File: src/design/tqskm_pkg.sv
package tqskm_pkg;

  // Queue geometry
  localparam int QUEUE_DEPTH = 64;
  localparam int ADDR_W      = (QUEUE_DEPTH > 1) ? $clog2(QUEUE_DEPTH) : 1;
  localparam int FILL_W      = $clog2(QUEUE_DEPTH + 1);

  // Entry code: bits 5..4 suit minus one, bits 3..0 rank
  localparam int CODE_W = 6;

  // Operation codes
  typedef enum logic [1:0] {
    OP_APPEND      = 2'd0,
    OP_MOVE_ACROSS = 2'd1,
    OP_MOVE_BACK   = 2'd2,
    OP_NONE        = 2'd3
  } op_t;

  // Controller to datapath commands
  typedef struct packed {
    logic start;
    logic scan;
    logic append;
    logic head;
    logic load;
  } cmd_t;

  // Datapath to controller status
  typedef struct packed {
    logic scan_done;
    logic out_free;
  } status_t;

endpackage

File: src/design/tqskm_ctrl.sv
module tqskm_ctrl
  import tqskm_pkg::*;
(
  input  logic    clk,
  input  logic    rst,
  input  logic    s_tvalid,
  output logic    s_tready,
  input  status_t status,
  output cmd_t    cmd
);

  typedef enum logic [4:0] {
    ST_IDLE   = 5'b00001,
    ST_SCAN   = 5'b00010,
    ST_APPEND = 5'b00100,
    ST_HEAD   = 5'b01000,
    ST_LOAD   = 5'b10000
  } state_t;

  state_t state;
  state_t state_next;

  // State register
  always_ff @(posedge clk) begin
    if (rst) begin
      state <= ST_IDLE;
    end else begin
      state <= state_next;
    end
  end

  // Sequence one item: scan, append, head read, result load
  always_comb begin
    state_next = state;
    cmd        = '0;
    s_tready   = 1'b0;
    unique case (state)
      ST_IDLE: begin
        s_tready  = 1'b1;
        cmd.start = s_tvalid;
        if (s_tvalid) state_next = ST_SCAN;
      end
      ST_SCAN: begin
        cmd.scan = 1'b1;
        if (status.scan_done) state_next = ST_APPEND;
      end
      ST_APPEND: begin
        cmd.append = 1'b1;
        state_next = ST_HEAD;
      end
      ST_HEAD: begin
        cmd.head   = 1'b1;
        state_next = ST_LOAD;
      end
      ST_LOAD: begin
        cmd.load = 1'b1;
        if (status.out_free) state_next = ST_IDLE;
      end
      default: begin
        state_next = ST_IDLE;
      end
    endcase
  end

endmodule

File: src/design/tqskm_dp.sv
module tqskm_dp
  import tqskm_pkg::*;
(
  input  logic        clk,
  input  logic        rst,
  input  cmd_t        cmd,
  output status_t     status,
  input  logic [7:0]  s_tdata,
  input  logic [2:0]  s_tuser,
  output logic        m_tvalid,
  input  logic        m_tready,
  output logic [31:0] m_tdata
);

  // Queue stores
  logic [CODE_W-1:0] north_mem [QUEUE_DEPTH];
  logic [CODE_W-1:0] south_mem [QUEUE_DEPTH];
  logic [CODE_W-1:0] north_rd;
  logic [CODE_W-1:0] south_rd;

  // Item registers
  op_t               op_q;
  logic              side_q;
  logic [CODE_W-1:0] code_q;
  logic              matched;
  logic              dropped_q;

  // Scan pipeline
  logic [FILL_W-1:0] rd_idx;
  logic              rd_vld;
  logic [ADDR_W-1:0] rd_pos;

  // Fill counts
  logic [FILL_W-1:0] fill_n;
  logic [FILL_W-1:0] fill_s;

  logic              is_move;
  logic [FILL_W-1:0] scan_fill;
  logic              scan_more;
  logic              scan_done;
  logic [CODE_W-1:0] scan_data;
  logic              hit;
  logic              shift_wr;
  logic              tgt_side;
  logic [FILL_W-1:0] tgt_fill;
  logic              tgt_full;
  logic              do_append;
  logic              app_wr;
  logic              north_we;
  logic              south_we;
  logic [ADDR_W-1:0] wr_addr;
  logic [CODE_W-1:0] wr_data;
  logic [ADDR_W-1:0] rd_addr;
  logic              out_free;
  logic [2:0]        suit_in;
  logic [3:0]        rank_in;
  logic              nh_valid;
  logic              sh_valid;

  assign suit_in = s_tdata[2:0];
  assign rank_in = s_tdata[6:3];

  // Scan control
  assign is_move   = (op_q == OP_MOVE_ACROSS) || (op_q == OP_MOVE_BACK);
  assign scan_fill = side_q ? fill_s : fill_n;
  assign scan_more = cmd.scan && is_move && (rd_idx < scan_fill);
  assign scan_done = !(is_move && (rd_idx < scan_fill)) && !rd_vld;
  assign scan_data = side_q ? south_rd : north_rd;
  assign hit       = rd_vld && !matched && (scan_data == code_q);
  assign shift_wr  = cmd.scan && rd_vld && matched;

  // Append target
  assign tgt_side  = (op_q == OP_MOVE_ACROSS) ? ~side_q : side_q;
  assign tgt_fill  = tgt_side ? fill_s : fill_n;
  assign tgt_full  = (tgt_fill >= FILL_W'(QUEUE_DEPTH));
  assign do_append = cmd.append && (op_q != OP_NONE);
  assign app_wr    = do_append && !tgt_full;

  // Store write and read ports
  assign north_we = (shift_wr && !side_q) || (app_wr && !tgt_side);
  assign south_we = (shift_wr && side_q) || (app_wr && tgt_side);
  assign wr_addr  = shift_wr ? (rd_pos - ADDR_W'(1)) : tgt_fill[ADDR_W-1:0];
  assign wr_data  = shift_wr ? scan_data : code_q;
  assign rd_addr  = (cmd.head || cmd.load) ? '0 : rd_idx[ADDR_W-1:0];

  always_ff @(posedge clk) begin
    if (north_we) north_mem[wr_addr] <= wr_data;
    north_rd <= north_mem[rd_addr];
  end

  always_ff @(posedge clk) begin
    if (south_we) south_mem[wr_addr] <= wr_data;
    south_rd <= south_mem[rd_addr];
  end

  // Latch item fields
  always_ff @(posedge clk) begin
    if (cmd.start) begin
      op_q   <= op_t'(s_tuser[1:0]);
      side_q <= s_tuser[2];
      code_q <= {suit_in[1:0] + 2'd3, rank_in};
    end
  end

  // Walk the owner's queue, then close up the gap behind a match
  always_ff @(posedge clk) begin
    if (rst) begin
      rd_idx    <= '0;
      rd_vld    <= 1'b0;
      matched   <= 1'b0;
      dropped_q <= 1'b0;
    end else if (cmd.start) begin
      rd_idx    <= '0;
      rd_vld    <= 1'b0;
      matched   <= 1'b0;
      dropped_q <= 1'b0;
    end else begin
      if (cmd.scan) begin
        rd_vld <= scan_more;
        if (scan_more) begin
          rd_pos <= rd_idx[ADDR_W-1:0];
          rd_idx <= rd_idx + FILL_W'(1);
        end
        if (hit) matched <= 1'b1;
      end
      if (do_append && tgt_full) dropped_q <= 1'b1;
    end
  end

  // Fill counts: drop one at the end of a matching scan, add one per append that is not dropped
  always_ff @(posedge clk) begin
    if (rst) begin
      fill_n <= '0;
      fill_s <= '0;
    end else begin
      if (cmd.scan && scan_done && matched) begin
        if (side_q) fill_s <= fill_s - FILL_W'(1);
        else        fill_n <= fill_n - FILL_W'(1);
      end
      if (app_wr) begin
        if (tgt_side) fill_s <= fill_s + FILL_W'(1);
        else          fill_n <= fill_n + FILL_W'(1);
      end
    end
  end

  // Result register
  assign out_free = !m_tvalid || m_tready;
  assign nh_valid = (fill_n != '0);
  assign sh_valid = (fill_s != '0);

  always_ff @(posedge clk) begin
    if (rst) begin
      m_tvalid <= 1'b0;
    end else if (cmd.load && out_free) begin
      m_tvalid <= 1'b1;
    end else if (m_tready) begin
      m_tvalid <= 1'b0;
    end
  end

  always_ff @(posedge clk) begin
    if (cmd.load && out_free) begin
      m_tdata[0]     <= matched;
      m_tdata[1]     <= dropped_q;
      m_tdata[2]     <= nh_valid;
      m_tdata[5:3]   <= nh_valid ? ({1'b0, north_rd[5:4]} + 3'd1) : 3'd0;
      m_tdata[9:6]   <= nh_valid ? north_rd[3:0] : 4'd0;
      m_tdata[10]    <= sh_valid;
      m_tdata[13:11] <= sh_valid ? ({1'b0, south_rd[5:4]} + 3'd1) : 3'd0;
      m_tdata[17:14] <= sh_valid ? south_rd[3:0] : 4'd0;
      m_tdata[24:18] <= 7'(fill_n);
      m_tdata[31:25] <= 7'(fill_s);
    end
  end

  assign status.scan_done = scan_done;
  assign status.out_free  = out_free;

endmodule

File: src/design/two_queue_store_keyed_move_core.sv
// Channel   Dir  Handshake          Payload
// s_*       in   s_tvalid/s_tready  s_tdata {rank, suit}, s_tuser {owner, operation}
// m_*       out  m_tvalid/m_tready  m_tdata result: flags, both heads, both counts
//
// One item at a time. An append, an unused code or a move on an empty queue
// reads no entries; a move on a non-empty queue walks the owner's queue, as the
// scan reads one stored entry per cycle through the store's single read port,
// waits out the read latency after the last entry and closes the gap behind a
// match as it goes. The result register frees the scan from the output side; a
// stalled result holds the block in its last step until taken.
// rst (synchronous) empties both queues; the stores need no clearing pass.
module two_queue_store_keyed_move_core
  import tqskm_pkg::*;
(
  input  logic        clk,
  input  logic        rst,
  input  logic        s_tvalid,
  output logic        s_tready,
  input  logic [7:0]  s_tdata,   // [2:0] suit, [6:3] rank, [7] zero
  input  logic [2:0]  s_tuser,   // [1:0] operation, [2] owner
  output logic        m_tvalid,
  input  logic        m_tready,
  output logic [31:0] m_tdata    // [0] found, [1] dropped, [2] north_head_valid,
                                 // [5:3] north_head_suit, [9:6] north_head_rank,
                                 // [10] south_head_valid, [13:11] south_head_suit,
                                 // [17:14] south_head_rank, [24:18] north_count,
                                 // [31:25] south_count
);

  cmd_t    cmd;
  status_t status;

  tqskm_ctrl u_ctrl (
    .clk      (clk),
    .rst      (rst),
    .s_tvalid (s_tvalid),
    .s_tready (s_tready),
    .status   (status),
    .cmd      (cmd)
  );

  tqskm_dp u_dp (
    .clk      (clk),
    .rst      (rst),
    .cmd      (cmd),
    .status   (status),
    .s_tdata  (s_tdata),
    .s_tuser  (s_tuser),
    .m_tvalid (m_tvalid),
    .m_tready (m_tready),
    .m_tdata  (m_tdata)
  );

  // At most one command step at a time
  assert property (@(posedge clk) disable iff (rst)
    $onehot0({cmd.start, cmd.scan, cmd.append, cmd.head, cmd.load}))
    else $error("controller issued overlapping commands");

  // No new item while one is being worked on
  assert property (@(posedge clk) disable iff (rst)
    (s_tvalid && s_tready) |=> !s_tready)
    else $error("input taken twice for one item");

  // A load into a free result register presents the result
  assert property (@(posedge clk) disable iff (rst)
    (cmd.load && status.out_free) |=> m_tvalid)
    else $error("result load lost");

endmodule

File: config.mk
export PLATFORM = sky130hd
export DESIGN_NAME = two_queue_store_keyed_move_core
export DESIGN_NICKNAME = d
export VERILOG_FILES = /design/src/design/tqskm_pkg.sv /design/src/design/tqskm_ctrl.sv /design/src/design/tqskm_dp.sv /design/src/design/two_queue_store_keyed_move_core.sv
export SDC_FILE = /design/constraint.sdc
export NUM_CORES = 1
export LEC_CHECK = 0
export BUFFER_PORTS_ARGS = -buffer_cell sky130_fd_sc_hd__buf_2
export CAP_MARGIN = 15
export CORE_ASPECT_RATIO = 0.8
export CORE_UTILIZATION = 55
export DETAILED_ROUTE_END_ITERATION = 6
export PLACE_DENSITY_LB_ADDON = 0.05
export SLEW_MARGIN = 20
export SYNTH_ARGS = -nofsm -noshare
export SYNTH_HDL_FRONTEND = slang
export SYNTH_SLANG_ARGS = --single-unit
File: constraint.sdc
create_clock -name clk -period 7.87 [get_ports clk]
set_input_delay 1.9675 -clock clk [delete_from_list [all_inputs] [get_ports clk]]
set_output_delay 1.9675 -clock clk [all_outputs]
set_load 0.01 [all_outputs]
==> results of run 1 <==
==> cell type report <==
| type | count | share of cell area (%) |
|---|---|---|
| flip-flops and latches | 857 | 65.55 |
| well taps | 840 | 2.720 |
| clock buffers | 115 | 5.874 |
| clock inverters | 37 | 0.8776 |
| multi-input cells | 1090 | 23.23 |
| inverters | 22 | 0.2137 |
| repair buffers | 93 | 1.541 |
==> Yosys cell counts, types with 4 or more instances <==
cell type	count
a211oi_1	10
a21boi_0	4
a21o_1	7
a21oi_1	86
a221o_1	10
a222oi_1	7
a31oi_1	10
and2_1	17
and3_1	15
and3b_1	4
buf_1	11
buf_2	49
buf_4	13
clkbuf_1	48
dfxtp_1	42
edfxtp_1	815
ha_1	18
inv_1	21
mux2_2	65
mux2i_1	66
mux4_2	105
nand2_1	64
nand2_2	8
nand2b_1	17
nand3_1	20
nand3b_1	4
nor2_1	212
nor2b_1	17
nor3_1	40
nor4_1	8
o2111ai_1	16
o211ai_1	14
o21a_1	7
o21ai_0	67
o221a_2	4
o221ai_1	43
o22ai_1	31
o32ai_1	5
o32ai_2	4
or3_1	12
xnor2_1	13
==> power breakdown <==
| part | switching [mW] | total [mW] | internal, mW | leakage (nW) |
|---|---|---|---|---|
| clock | 1.68 | 3.87 | 2.19 | 1.26 |
| sequential | 0.0127 | 5.05 | 5.04 | 7.68 |
| combinational | 0.171 | 0.211 | 0.0401 | 2.90 |
==> logic make-up (layout without fill, tap and decap cells) <==
group | count (synthesis) | after routing | share of synthesized area, %
compound gates | 358 | 358 | 7.206
flops | 857 | 857 | 72.64
buf+inv | 144 | 267 | 1.871
simple gates | 460 | 460 | 6.334
fa+ha+maj | 18 | 18 | 0.6463
xor+xnor | 18 | 18 | 0.5171
mux | 236 | 236 | 10.78
==> per-layer routing <==
layer  vias up  GRT usage [%]  wire (um)  share of wire, %
li1       8461              -          -                 -
met1      9964          40.27      37540                42
met2       942          41.22      39520                45
met3       154          7.505       8848                10
met4         0          9.102       2719               3.1
met5         -              0          0                 0
==> worst max-delay path by stage <==
stage | startpoint | to | cells past startpoint | slack, ps
floorplan | u_ctrl.state[4] | u_dp.north_mem[0][2] | 6 | 90
global placement | u_dp.op_q[1] | u_dp.north_mem[58][1] | 8 | 3940
detailed placement | u_dp.op_q[1] | u_dp.north_mem[35][4] | 8 | 3810
CTS | u_dp.op_q[1] | u_dp.north_mem[35][4] | 8 | 3830
global route | u_dp.op_q[1] | u_dp.north_mem[35][3] | 8 | 3570
finish | u_dp.op_q[1] | u_dp.north_mem[58][5] | 8 | 3740
==> flip-flops by register name, summed over array words and instances, names as in the netlist, 2 cells and up <==
register        count
u_dp.rd_idx         7
u_dp.fill_n         7
u_ctrl.state        5
u_dp.north_mem    384
u_dp.m_tdata       32
u_dp.code_q         6
u_dp.north_rd       6
u_dp.op_q           2
u_dp.south_mem    384
u_dp.fill_s         7
u_dp.rd_pos         6
u_dp.south_rd       6
==> per-stage QoR <==
| step | instance area, um^2 | hold slack (ps) | worst slack, ps | std cells |
|---|---|---|---|---|
| finish | 38640 | 453.4 | 3737 | 3054 |
| detailed placement | 36030 | 437.1 | 3814 | 2902 |
| CTS | 38640 | 453.7 | 3827 | 3054 |
| global placement | 36030 | 451.7 | 3937 | 2902 |
| floorplan | 34850 | 406.4 | 93.93 | 2091 |
| global route | 38640 | 470.6 | 3571 | 3054 |
==> run_results.csv, run 1 <==
group,metric,value,unit
yosys,syn_avg_cell_area,16.67,um^2
cts,cts_hold_buf,0,
sta,rsz0062_at_grt,"false",
route,drt-wirelength-per-cell,29.02,um
power_and_ir_drop,power.density,236.2,mW/mm^2
worst_setup_path,crit_path_cell_trace,"inv_1, ha_1, xor2_2, mux2i_1, inv_1, o32ai_2, nand2_1, nor2_1",
sta,finalSetupViolCount,0,
min_path,whs_endpoint,"u_dp.m_tdata[1]",
layout,antenna_cells,0,
layout,final_common_cell,"edfxtp_1",
worst_setup_path,start_kind,"flop",
grt,grt_usage,27.79,%
sta,max_freq,242.0,MHz
yosys,synth_seq_cells,857,
cts,cts-root-buf,"clkbuf_16",
grt,grt_pass1_vias,18940,
worst_setup_path,r2r_end,"u_dp.north_mem[58][5]",
run_status,status,"finished, violations left",
run_status,violations,"design-rule violations",
min_path,hold_path_depth,0,
cts,cts_tree,"yes",
worst_setup_path,r2r-start,"u_dp.op_q[1]",
cts,post_cts_buffers,0,
sta,period_needed,4133,ps
sta,hold_viol,0,
yosys,synth_edf_count,815,
place,gp_congestion,0.8585,
yosys,syn-num-nets,2124,
yosys,synth.cell_area,0.03485,mm^2
worst_setup_path,reg2regPathDepth,8,
power_and_ir_drop,p_total,9.127,mW
place,portBuffers,46,
grt,grt_pass1_wl,129000,um
run,maxCapViolCount,0,
cts,clock_sinks,857,
sta,setup_tns,0,ps
layout,seq_area,0.02533,mm^2
floorplanning,die_h,227.1,um
worst_setup_path,max_stage_delay,760,ps
sta,max_slew_margin,21.72,%
worst_setup_path,cp_top_family,"simple AND/OR/NAND/NOR gates",
min_path,min-delay-start,"u_dp.dropped_q",
layout,nFillCells,4585,
worst_setup_path,reg2reg_slack,3740,ps
power_and_ir_drop,vdd_drop_max,215.1,uV
cts,htree_num_levels,3,
yosys,synth.distinct_cells,82,
min_path,hold_class,"reg -> reg",
floorplanning,initial_core_util,55.68,%
floorplanning,rows,82,
sta,worstMarginPinSlew,1170,ps
yosys,seq_area_frac_synth,72.64,%
cts,cts_resized,0,
floorplanning,die_w,283.4,um
grt,antenna_found_initial,0,
layout,nNetsFinal,2180,
worst_setup_path,critPathMaxFanout,9,
route,drt-initial-drc-count,2323,
route,ant_nets,0,
worst_setup_path,path_class,"reg -> reg",
worst_setup_path,cpMostUsedCell,"inv_1",
worst_setup_path,worstPathArrival,4400,ps
route,firstDrtPassIters,7,
layout,multi_input_area,0.008975,mm^2
worst_setup_path,end_kind,"flop",
yosys,yosysTopAreaCellShare,70.23,%
worst_setup_path,crit_required,8140,ps
yosys,post_synth_inst_count,2091,
layout,post-route-util,61.74,%
grt,grt_overflow_total,0,
layout,drive_gt1_share,19.20,%
yosys,async_flop_share,0,%
route,drt-total-wl,88630,um
floorplanning,die_area,0.06437,mm^2
route,via_per_inst,6.392,
route,vias,19521,
route,drc_errors,2,
cts,clk_pin_slew_worst_paths,60,ps
cts,clk_path_buf_depth,3,
floorplanning,ios,49,
worst_setup_path,cp_slowest_cell,"nor2_1",
floorplanning,core_area,0.06259,mm^2
worst_setup_path,path_buf_inv,2,
yosys,synth_area_leaders,"edfxtp_1 70%, mux4_2 6.8%, dfxtp_1 2.4%",
sta,finalCritPeriodShare,52.51,%
cts,worstSkewPairLatency,640,ps
power_and_ir_drop,power.leakage,11.83,nW
layout,final_cell_mix,"815 x edfxtp_1, 211 x nor2_1, 105 x mux4_2",
grt,grt_max_degree,100,
sta,skew,18.48,ps
layout,syn_to_final_growth,10.88,%
place,dpl.hpwl,54860,um
cts,cts_buffers,83,
yosys,yosys_warnings,0,
yosys,yosysTopAreaCell,"edfxtp_1",
sta,finalMaxSlewViolations,0,
yosys,ys.flop_type,"edfxtp_1",
Note: power is estimated with default switching activity, not from simulation.
==> run 2, diff against run 1 <==
==> constraint.sdc (replaced) <==
create_clock -name clk -period 3.53 [get_ports clk]
set_input_delay 0.8825 -clock clk [delete_from_list [all_inputs] [get_ports clk]]
set_output_delay 0.8825 -clock clk [all_outputs]
set_load 0.01 [all_outputs]
==> run_results.csv, run 2 (synthesis gave the netlist of run 1 again) <==
group,metric,value,unit
run_status,status,"complete, no violations",
grt,grt_usage,28.53,%
power_and_ir_drop,vdd_drop_max,532.3,uV
sta,finalCritPeriodShare,97.61,%
worst_setup_path,crit_path_cell_trace,"inv_1, ha_1, xor2_4, mux2i_1, mux2i_1, a311oi_4, nand2_2, nor2_1",
place,placed_cells,3034,
worst_setup_path,crit_required,3800,ps
route,via_per_inst,6.340,
worst_setup_path,critPathMaxFanout,8,
cts,clk_path_buf_depth,3,
worst_setup_path,max_stage_delay,570,ps
grt,grt_pass1_vias,19511,
floorplanning,core_area,0.06259,mm^2
cts,cts_buffers,83,
min_path,hold_class,"in -> reg",
cts,worstSkewPairLatency,640,ps
layout,top_regs,"u_dp.north_mem: 384 flops, u_dp.south_mem: 384 flops, u_dp.m_tdata: 32 flops",
cts,clock_sinks,857,
sta,max_slew_margin,42.07,%
floorplanning,initial_core_util,55.68,%
layout,post-route-util,64.10,%
worst_setup_path,path_class,"reg -> reg",
worst_setup_path,path_buf_inv,1,
route,drt-total-wl,90800,um
route,drc_errors,0,
power_and_ir_drop,p_total,20.94,mW
cts,cts_tree,"yes",
sta,period_needed,3446,ps
route,drt-wirelength-per-cell,28.50,um
route,vias,20199,
route,firstDrtPassIters,7,
worst_setup_path,end_kind,"flop",
grt,grt_max_degree,129,
sta,hold_viol,0,
place,gp_congestion,0.9215,
cts,cts-root-buf,"clkbuf_16",
grt,grt_overflow_total,0,
run,maxCapViolCount,0,
place,portBuffers,46,
layout,antenna_cells,0,
grt,grt_pass1_wl,132800,um
sta,finalMaxSlewViolations,0,
floorplanning,ios,49,
route,ant_nets,0,
place,dpl.hpwl,57690,um
floorplanning,die_area,0.06437,mm^2
layout,final_area,0.04011,mm^2
power_and_ir_drop,power.density,522.0,mW/mm^2
cts,clk_pin_slew_worst_paths,60,ps
worst_setup_path,worstPathArrival,3720,ps
worst_setup_path,cp_top_family,"simple AND/OR/NAND/NOR gates",
place,dpl-instance-area,0.03721,mm^2
floorplanning,rows,82,
worst_setup_path,cp_slowest_cell,"nor2_1",
sta,rsz0062_at_grt,"true",
grt,antenna_found_initial,1,
sta,worstMarginPinSlew,868.9,ps
layout,final_common_cell,"edfxtp_1",
worst_setup_path,cpMostUsedCell,"mux2i_1",
cts,post_cts_buffers,0,
sta,finalSetupViolCount,0,
layout,final_cell_mix,"815 x edfxtp_1, 186 x nor2_1, 162 x buf_4",
power_and_ir_drop,power.leakage,12.66,nW
layout,nFillCells,4415,
floorplanning,die_w,283.4,um
cts,htree_num_levels,3,
worst_setup_path,start_kind,"flop",
layout,nNetsFinal,2312,
sta,skew,14.43,ps
route,drt-initial-drc-count,2471,
layout,drive_gt1_share,25.15,%
layout,final_cells,3186,
floorplanning,die_h,227.1,um
layout,syn_to_final_growth,15.12,%
sta,max_freq,290.2,MHz
[run 2: changes by cell type in the layout (fill, tap and decap cells not counted), sizes merged]
cell,delta
buf,+132
inv,-2
clkbuf,-7
bufinv,+6
clkinv,+4
clkinvlp,-1
[run 2: where the power goes]
| group | internal (mW) | switching (mW) | total, mW |
|---|---|---|---|
| Clock | 5.39 | 3.80 | 9.18 |
| Combinational | 0.120 | 0.386 | 0.506 |
| Sequential | 11.2 | 0.0275 | 11.2 |
| Total | 16.7 | 4.21 | 20.9 |
[run 2: path summary, 6_finish.rpt]
kind,startpoint,end,slack [ps],depth (start not counted)
setup / recovery,u_dp.op_q[1],u_dp.south_mem[5][2],80,8
hold / removal,s_tdata[6],u_dp.code_q[3],420,1
setup reg to reg,u_dp.op_q[1],u_dp.south_mem[5][2],80,8
hold reg to reg,u_dp.dropped_q,u_dp.m_tdata[1],440,0
[run 2: repair_timing]
| action | 4_1_cts | 5_1_grt |
|---|---|---|
| endpoints found under the hold margin | 0 | 0 |
| endpoints found under the setup margin | 0 | 335 |
| gates resized for setup | 0 | 28 |
| hold buffers | 0 | 0 |
[run 2: area by class of cell]
class | instances | area [um^2] | share of cell area, %
clock inverters | 44 | 535.5 | 1.335
clock buffers | 108 | 2285 | 5.695
repair buffers | 225 | 1787 | 4.454
flip-flops and latches | 857 | 25330 | 63.13
multi-input cells | 1090 | 9049 | 22.56
inverters | 22 | 82.58 | 0.2059
well taps | 840 | 1051 | 2.620
[run 2: per-stage QoR]
stage                     setup slack, ps  hold WS [ps]  TNS, ps
after floorplan                    -568.4         406.4  -367540
after global placement              105.2         420.9        0
after detailed placement            64.85         424.7        0
after CTS                           42.84         402.2        0
after global routing               -56.70         408.7   -924.2
final                               84.26         424.3        0
[run 2: worst register-to-register path: cells and delay by family (launching register included)]
kind / cells / cell delay, ps
compound gates: 1 / 400
xor+xnor: 1 / 340
fa+ha+maj: 1 / 320
buf+inv: 1 / 80
flops: 1 / 400
mux: 2 / 590
simple gates: 2 / 970
[run 2: per-layer routing]
metal	global-route usage, %	vias to the layer above	share of wire [%]
met3	4.830	150	8.3
met4	8.230	0	2.5
met2	42.49	910	45
met5	0	-	0
li1	-	8731	-
met1	43.64	10408	45
==> run 3, diff against run 2 <==
==> constraint.sdc (replaced) <==
create_clock -name clk -period 3.1 [get_ports clk]
set_input_delay 0.775 -clock clk [delete_from_list [all_inputs] [get_ports clk]]
set_output_delay 0.775 -clock clk [all_outputs]
set_load 0.01 [all_outputs]
==> run_results.csv, run 3 (synthesis gave the netlist of run 1 again) <==
group,metric,value,unit
floorplanning,core_area,0.06259,mm^2
run,maxCapViolCount,0,
worst_setup_path,path_class,"reg -> reg",
layout,nFillCells,4369,
cts,htree_num_levels,3,
route,drt-initial-drc-count,2431,
layout,seq_area,0.02533,mm^2
layout,top_regs,"u_dp.north_mem: 384 flops, u_dp.south_mem: 384 flops, u_dp.m_tdata: 32 flops",
layout,final_cell_mix,"815 x edfxtp_1, 300 x buf_4, 210 x nor2_1",
worst_setup_path,end_kind,"flop",
power_and_ir_drop,vdd_drop_max,509.4,uV
cts,cts_hold_buf,0,
place,dpl.hpwl,60530,um
grt,antenna_found_initial,0,
grt,grt_overflow_total,0,
route,drc_errors,0,
place,portBuffers,46,
grt,grt_max_degree,129,
worst_setup_path,start_kind,"flop",
floorplanning,die_h,227.1,um
floorplanning,die_w,283.4,um
layout,post-route-util,65.66,%
layout,final_common_cell,"edfxtp_1",
layout,final_cells,3329,
cts,clk_pin_slew_worst_paths,60,ps
sta,hold_viol,0,
route,drt-total-wl,91660,um
sta,finalSetupViolCount,0,
sta,max_freq,331.2,MHz
floorplanning,rows,82,
cts,cts-root-buf,"clkbuf_16",
power_and_ir_drop,power.leakage,13.42,nW
sta,rsz0062_at_grt,"true",
power_and_ir_drop,power.density,565.3,mW/mm^2
layout,nNetsFinal,2457,
cts,cts_buffers,81,
floorplanning,initial_core_util,55.68,%
route,ant_nets,0,
grt,grt_usage,28.80,%
run_status,status,"complete, no violations",
sta,finalCritPeriodShare,97.40,%
route,vias,20650,
sta,max_slew_margin,36.22,%
grt,grt_pass1_vias,20292,
sta,worst_hold_slack,309.9,ps
route,firstDrtPassIters,5,
sta,period_needed,3020,ps
cts,cts_tree,"yes",
layout,multi_input_area,0.009047,mm^2
sta,finalMaxSlewViolations,0,
min_path,hold_class,"in -> reg",
floorplanning,ios,49,
worst_setup_path,worstPathArrival,3370,ps
cts,clock_sinks,857,
sta,worstMarginPinSlew,944.8,ps
route,via_per_inst,6.203,
layout,drive_gt1_share,28.50,%
cts,clk_path_buf_depth,3,
sta,skew,21.47,ps
place,gp_congestion,0.9127,
route,drt-wirelength-per-cell,27.53,um
place,placed_cells,3176,
worst_setup_path,critPathMaxFanout,8,
place,dpl-instance-area,0.03839,mm^2
layout,final_area,0.04109,mm^2
worst_setup_path,crit_required,3450,ps
layout,syn_to_final_growth,17.92,%
floorplanning,die_area,0.06437,mm^2
cts,worstSkewPairLatency,640,ps
grt,grt_pass1_wl,134300,um
power_and_ir_drop,p_total,23.23,mW
[run 3: cell types whose count changed in the layout (fill, tap and decap cells not counted), moves of 4 or more]
cell       previous run  this run
clkinv_1             14        18
buf_12               17        26
buf_4               162       300
inv_6                 1         6
clkbuf_16            86        81
nor2_2               25         2
nor2_1              186       210
nand2_4               0         4
[run 3: critical path: stages (launching register included)]
cell and delay, ps:
edfxtp_1 410, ha_1 210, or3_1 390, or4_4 510
a311oi_4 300, buf_4 220, nand2_2 240, nor2_1 270
buf_4 180
[run 3: worst paths after layout]
check / slack [ps] / endpoint / startpoint / cells after the start
setup / recovery: 80 / u_dp.south_mem[9][4] / u_dp.op_q[0] / 8
hold / removal: 310 / u_dp.side_q / s_tuser[2] / 1
setup reg to reg: 80 / u_dp.south_mem[9][4] / u_dp.op_q[0] / 8
hold reg to reg: 450 / u_dp.m_tdata[1] / u_dp.dropped_q / 0
[run 3: repair_timing]
item                                    in CTS  in global routing
buffers inserted                             0                  5
endpoints found under the setup margin     255                581
pin swaps                                    1                  3
gates resized for setup                      4                  7
[run 3: power breakdown]
group / total (mW) / internal [mW] / switching (mW)
logic: 0.625 / 0.169 / 0.456
clock network: 9.80 / 5.55 / 4.25
registers: 12.8 / 12.8 / 0.0282
total: 23.2 / 18.5 / 4.74
[run 3: metal layers]
metal	vias up	wire [um]	track usage (%)
met4	0	2665	8.910
met3	167	8138	6.092
met1	10552	39840	42.52
li1	9019	-	-
met5	-	0	0
met2	912	41020	43.39
[run 3: area by class of cell]
| class | count | area share, % |
|---|---|---|
| diodes | 1 | 0.006090 |
| repair buffers | 372 | 7.307 |
| multi-input cells | 1090 | 22.02 |
| inverters | 22 | 0.2010 |
| clock buffers | 101 | 5.164 |
| clock inverters | 46 | 1.117 |
| flip-flops and latches | 857 | 61.63 |
| well taps | 840 | 2.558 |
[run 3: through the flow]
step	worst slack, ps	setup TNS, ps
after global routing	0.07638	0
final	80.47	0
after detailed placement	-167.6	-13770
after global placement	-144.1	-8183
after floorplan	-600.7	-154700
after CTS	-39.84	-651.5
